File: src/rtl/ghf_pkg.sv
package ghf_pkg;

    // default geometry of the histogram store
    localparam int SPECTRA_DEF  = 4;
    localparam int CHANNELS_DEF = 32768;

    // field and bus widths
    localparam int REG_W       = 32;
    localparam int CFG_IDX_W   = 2;
    localparam int VAL_W       = 32;
    localparam int PROD_W      = 64;
    localparam int FRAC_W      = 16;
    localparam int INT_W       = PROD_W - FRAC_W;
    localparam int OP_W        = 2;
    localparam int BSP_W       = 2;
    localparam int BCH_W       = 15;
    localparam int CNT_W       = 32;
    localparam int IN_TDATA_W  = 88;
    localparam int OUT_TDATA_W = 56;

    // operation codes
    localparam logic [OP_W-1:0] OP_FILL     = 2'd0;
    localparam logic [OP_W-1:0] OP_READ     = 2'd1;
    localparam logic [OP_W-1:0] OP_READ_CLR = 2'd2;

    // register indexes
    localparam logic [CFG_IDX_W-1:0] REG_SORT_GAIN   = 2'd0;
    localparam logic [CFG_IDX_W-1:0] REG_SORT_OFFSET = 2'd1;
    localparam logic [CFG_IDX_W-1:0] REG_GATE_GAIN   = 2'd2;
    localparam logic [CFG_IDX_W-1:0] REG_GATE_OFFSET = 2'd3;

    // register reset values
    localparam logic [REG_W-1:0] GAIN_ONE = 32'h0001_0000;

    // sequencer states
    typedef enum logic [3:0] {
        S_CLEAR,
        S_IDLE,
        S_GMUL,
        S_GADD,
        S_GCHK,
        S_SMUL,
        S_SADD,
        S_SCHK,
        S_RD,
        S_UPD,
        S_DROP
    } t_state;

    // controls for the shared multiply-add unit
    typedef struct packed {
        logic mul_en;
        logic add_en;
    } t_mac_ctrl;

endpackage

File: src/rtl/ghf_mac.sv
module ghf_mac
    import ghf_pkg::*;
(
    input  logic                     i_clk,
    input  t_mac_ctrl                i_ctrl,
    input  logic signed [VAL_W-1:0]  i_a,
    input  logic signed [REG_W-1:0]  i_gain,
    input  logic signed [REG_W-1:0]  i_offset,
    output logic signed [PROD_W-1:0] o_sum
);

    logic signed [PROD_W-1:0] r_prod;
    logic signed [PROD_W-1:0] r_sum;

    // exact signed product, registered
    always_ff @(posedge i_clk) begin
        if (i_ctrl.mul_en) begin
            r_prod <= PROD_W'(i_a * i_gain);
        end
    end

    // add the sign-extended q16.16 offset
    always_ff @(posedge i_clk) begin
        if (i_ctrl.add_en) begin
            r_sum <= r_prod + PROD_W'(i_offset);
        end
    end

    assign o_sum = r_sum;

endmodule

File: config.mk
export PLATFORM = sky130hd
export DESIGN_NAME = ghf_mac
export DESIGN_NICKNAME = d
export VERILOG_FILES = /design/src/rtl/ghf_pkg.sv /design/src/rtl/ghf_mac.sv
export SDC_FILE = /design/constraint.sdc
export NUM_CORES = 2
export LEC_CHECK = 0
export BUFFER_PORTS_ARGS = -buffer_cell sky130_fd_sc_hd__buf_4
export CORE_UTILIZATION = 53
export DETAILED_ROUTE_END_ITERATION = 10
export PLACE_DENSITY = 0.72
export SLEW_MARGIN = 20
export SYNTH_ARGS = -nofsm -noshare
export SYNTH_HDL_FRONTEND = slang
export SYNTH_SLANG_ARGS = --single-unit
File: constraint.sdc
create_clock -name i_clk -period 17.94 [get_ports i_clk]
set_input_delay 5.382 -clock i_clk [delete_from_list [all_inputs] [get_ports i_clk]]
set_output_delay 5.382 -clock i_clk [all_outputs]
set_load 0.02 [all_outputs]
# After elaboration in Yosys (flattened, before gate mapping)
# Cells that the tools add are included.
[op_classes] addsub=1 mul=1
[ops] operator="adder 64 x 32 -> 64 bit" n=1
[ops] operator="multiplier 32 x 32 -> 64 bit" n=1
[word_totals] register_bits=128 input_bits=99 elab_cells=4

# Logic depth before layout (Yosys ltp)
[depth] word_depth=1 mapped_depth=30 ltp_nobuf=28

# Least setup slack after synthesis
# OpenSTA, ideal clock, no wires.
[synth_timing] path_type="input to register" start="in i_gain[2]" end="reg r_prod[63], data pin" arrival_time_ps=12569 slack_ps=5112 path_stages=27 path_buffers=1 path_cell_list="clkbuf_1 > nand2_1 > inv_1 > fa_1 > fa_1 > fa_1 > fa_1 > inv_1 > fa_1 > inv_1 > fa_1 > inv_1 > fa_1 > inv_1 > fa_1 > ha_1 > a21o_1 > a21o_1 > a21o_1 > a21o_1 > a21oi_1 > o21ai_0 > nor2b_1 > o31ai_2 > a31o_1 > a21oi_2 > xnor2_1"
[synth_via] elab_chain_len=1
[synth_rtl] element="from (decl)" line="ghf_mac.sv:7" source="input logic signed [REG_W-1:0] i_gain,"
[synth_rtl] element="multiplier 32 x 32 -> 64 bit" line="ghf_mac.sv:18" source="r_prod <= PROD_W'(i_a * i_gain);"
[synth_rtl] element="to (signal assigned)" line="ghf_mac.sv:18"
[synth_rtl] element="to (decl)" line="ghf_mac.sv:12" source="logic signed [PROD_W-1:0] r_prod;"
# No other way between the ends.
# A chain may end at the register's enable or synchronous reset.

# Worst setup path in the final report
[layout_timing] start="in i_gain[5]" end="reg r_prod[63], data pin"
# The elaborated chain is that of the path after synthesis.

==> metrics.md <==
| Metric | Value |
|---|---|
| Status | `finished with violations` |
| Failing checks | `DRC` |
| CP Class | `input pin to flop` |
| Hpwl dp | `86440 um` |
| Dpl cell area | `45110 sq um` |
| RSZ-0062 raised after global routing | `false` |
| Core area | `80810 sq um` |
| Pin count of the biggest net entering global routing | `65` |
| Mean Syn Cell Area | `9.691 sq um` |
| Via count | `30400` |
| Die H | `288.2 um` |
| Chip width | `288.2 um` |
| Final std cells w/o fill | `5512` |
| Mapped Cells | `4480` |
| Post-CTS sizing | `0` |
| Placed cells | `5479` |
| CTS root buf | `clkbuf_16` |
| # hold bufs at CTS | `0` |
| Final WL | `106400 um` |
| Synthesized area | `43420 sq um` |
| Final Hold Vio Count | `0` |
| CTS Sinks | `128` |
| Initial detailed-routing violation count | `1940` |
| CP max stage cell | `fa_1` |
| GRT overflow | `0` |
| Final setup viols | `0` |
| First-pass GRT wire length | `174200 um` |
| RePlAce Congestion | `0.9163` |
| Die area | `83070 sq um` |
| Worst Max-Slew Pin Slew | `1044 ps` |
| CTS tree | `yes` |
| Starting Density | `53.73%` |
| Cell mode on critical path | `fa_1` |
| Skew final | `14.40 ps` |
| Register bit count reported by yosys | `128` |
| Maximum clock rate | `75.68 MHz` |
| Most frequent cells in the layout | `fa_1 (1083), inv_1 (967), nand2_1 (559), and2_1 (523), ha_1 (247)` |
| Nets | `5867` |
| CP max stage delay | `830 ps` |
| Bufs on Longest Clock Path | `2` |
| H-tree depth | `4` |
| Tcrit/Tclk final | `73.66%` |
| Clk_lat worst skew | `430 ps` |
| DR WL/cell | `19.31 um` |
| Primary FF master, synth | `edfxtp_1` |
| Max FO, Critical Path | `32` |
| Crit path time final | `13210 ps` |
| Critical Path RT | `18110 ps` |
| Seq/Total Area, Yosys | `8.853%` |
| CTS clk-pin slew, worst paths | `60 ps` |
| DR pass1 iterations | `10` |
| Max Cap Viol | `0` |
| Count of final max-slew check failures | `0` |
| Row count | `104` |
| Area growth from synthesis to layout | `5.193%` |
| Remaining antenna violation count | `0` |
| Synth warn | `0` |
| # DRC | `20` |
| Hold WC Path Type | `flop to flop` |
| Net Count, Synth | `5909` |
| Rel. slew slack | `29.96%` |
| Postcts setup bufs | `0` |
| Post-synth EDFFs | `128` |
| Total track usage | `27.03%` |
| Ratio of cells with drive above 1 in the final layout | `4.830%` |
| Number of global-route vias before repair | `33010` |
| CP arrival | `13380 ps` |
| Ys async rst share | `0%` |
| Total negative slack | `0 ps` |
| Synth unique cells | `78` |
| Antenna violations before repair | `3` |
| Commonest non-fill, non-tap cell in the layout | `fa_1` |
| Design area | `45670 sq um` |
| Cts bufs inserted | `17` |
| Io pins | `163` |
| Avg Vias per Cell | `5.516` |
| Crit path capture type | `flop` |
| Port bufs | `162` |
| CP Launch Type | `input pin` |
-- path summary, 6_finish.rpt --
| check | from | slack, ps | endpoint | cells past startpoint |
|---|---|---|---|---|
| worst max-delay path | i_gain[5] | 4730 | r_prod[63]$_DFFE_PP_ | 29 |
| worst max register to register | r_prod[0]$_DFFE_PP_ | 14030 | o_sum[58]$_DFFE_PP_ | 14 |
| worst min register to register | r_prod[0]$_DFFE_PP_ | 570 | o_sum[0]$_DFFE_PP_ | 1 |
| worst min-delay path | r_prod[0]$_DFFE_PP_ | 570 | o_sum[0]$_DFFE_PP_ | 1 |
-- final cells by class --
class / instances / area [sq um]
Timing Repair Buffer: 163 / 1224
Tap cell: 1060 / 1326
Inverter: 969 / 3637
Multi-Input combinational cell: 3159 / 35080
Clock buffer: 19 / 432.9
Sequential cell: 128 / 3844
Antenna cell: 1 / 2.502
Fill cell: 7053 / 35140
Clock inverter: 13 / 121.4
-- cell usage after synthesis (all sizes together), types with 8 or more instances --
master,count,area share (%)
fa,1083,50
inv,968,8.4
nand2,559,4.8
and2,523,7.5
ha,247,7.1
clkbuf,214,1.9
a21oi,138,1.6
edfxtp,128,8.9
xnor2,90,1.8
nor2,89,0.77
a21o,81,1.4
o21ai,68,0.79
xor2,42,0.85
o21bai,25,0.44
nand2b,20,0.29
nand4,18,0.26
nor2b,17,0.24
nor3,16,0.18
nand3,15,0.17
and3,12,0.17
a31oi,10,0.23
buf,10,0.11
o21a,10,0.18
a211oi,8,0.16
o211ai,8,0.14
-- registers in the layout (all words and copies together), names as in the netlist --
name    flops
o_sum      64
r_prod     64
-- metal layers --
layer	global-route usage, %	wire (um)	up-vias
met5	0	33	-
met4	11.51	5025	6
met3	3.009	5332	228
met2	47.81	56060	959
met1	33.63	39980	15970
li1	-	-	13240
-- logic make-up (layout without fill, tap and decap cells) --
logic type	Yosys count	in the layout	synth area share, %
buf+inv	1193	1164	10.34
fa+ha+maj	1330	1330	57.06
xor+xnor	132	132	2.663
other cells	0	1	0
simple gates	1296	1296	14.94
compound gates	401	401	6.144
flops	128	128	8.853
-- critical path, delay by kind of cell --
kind	cells	cell delay, ps
simple gates	2	370
xor+xnor	1	70
compound gates	9	1490
fa+ha+maj	9	4590
buf+inv	8	1450
-- through the flow --
step	util, %	setup slack [ps]	hold WS (ps)
floorplan	-	5112	512.8
global placement	55.83	4461	576.0
detailed placement	55.83	4363	574.9
CTS	56.51	4759	581.0
global route	56.51	4263	597.8
finish	56.52	4726	573.8
Power is left out: the tool's default activity adds up to more than one toggle a clock period on the data nets, which glitch-free logic cannot reach.
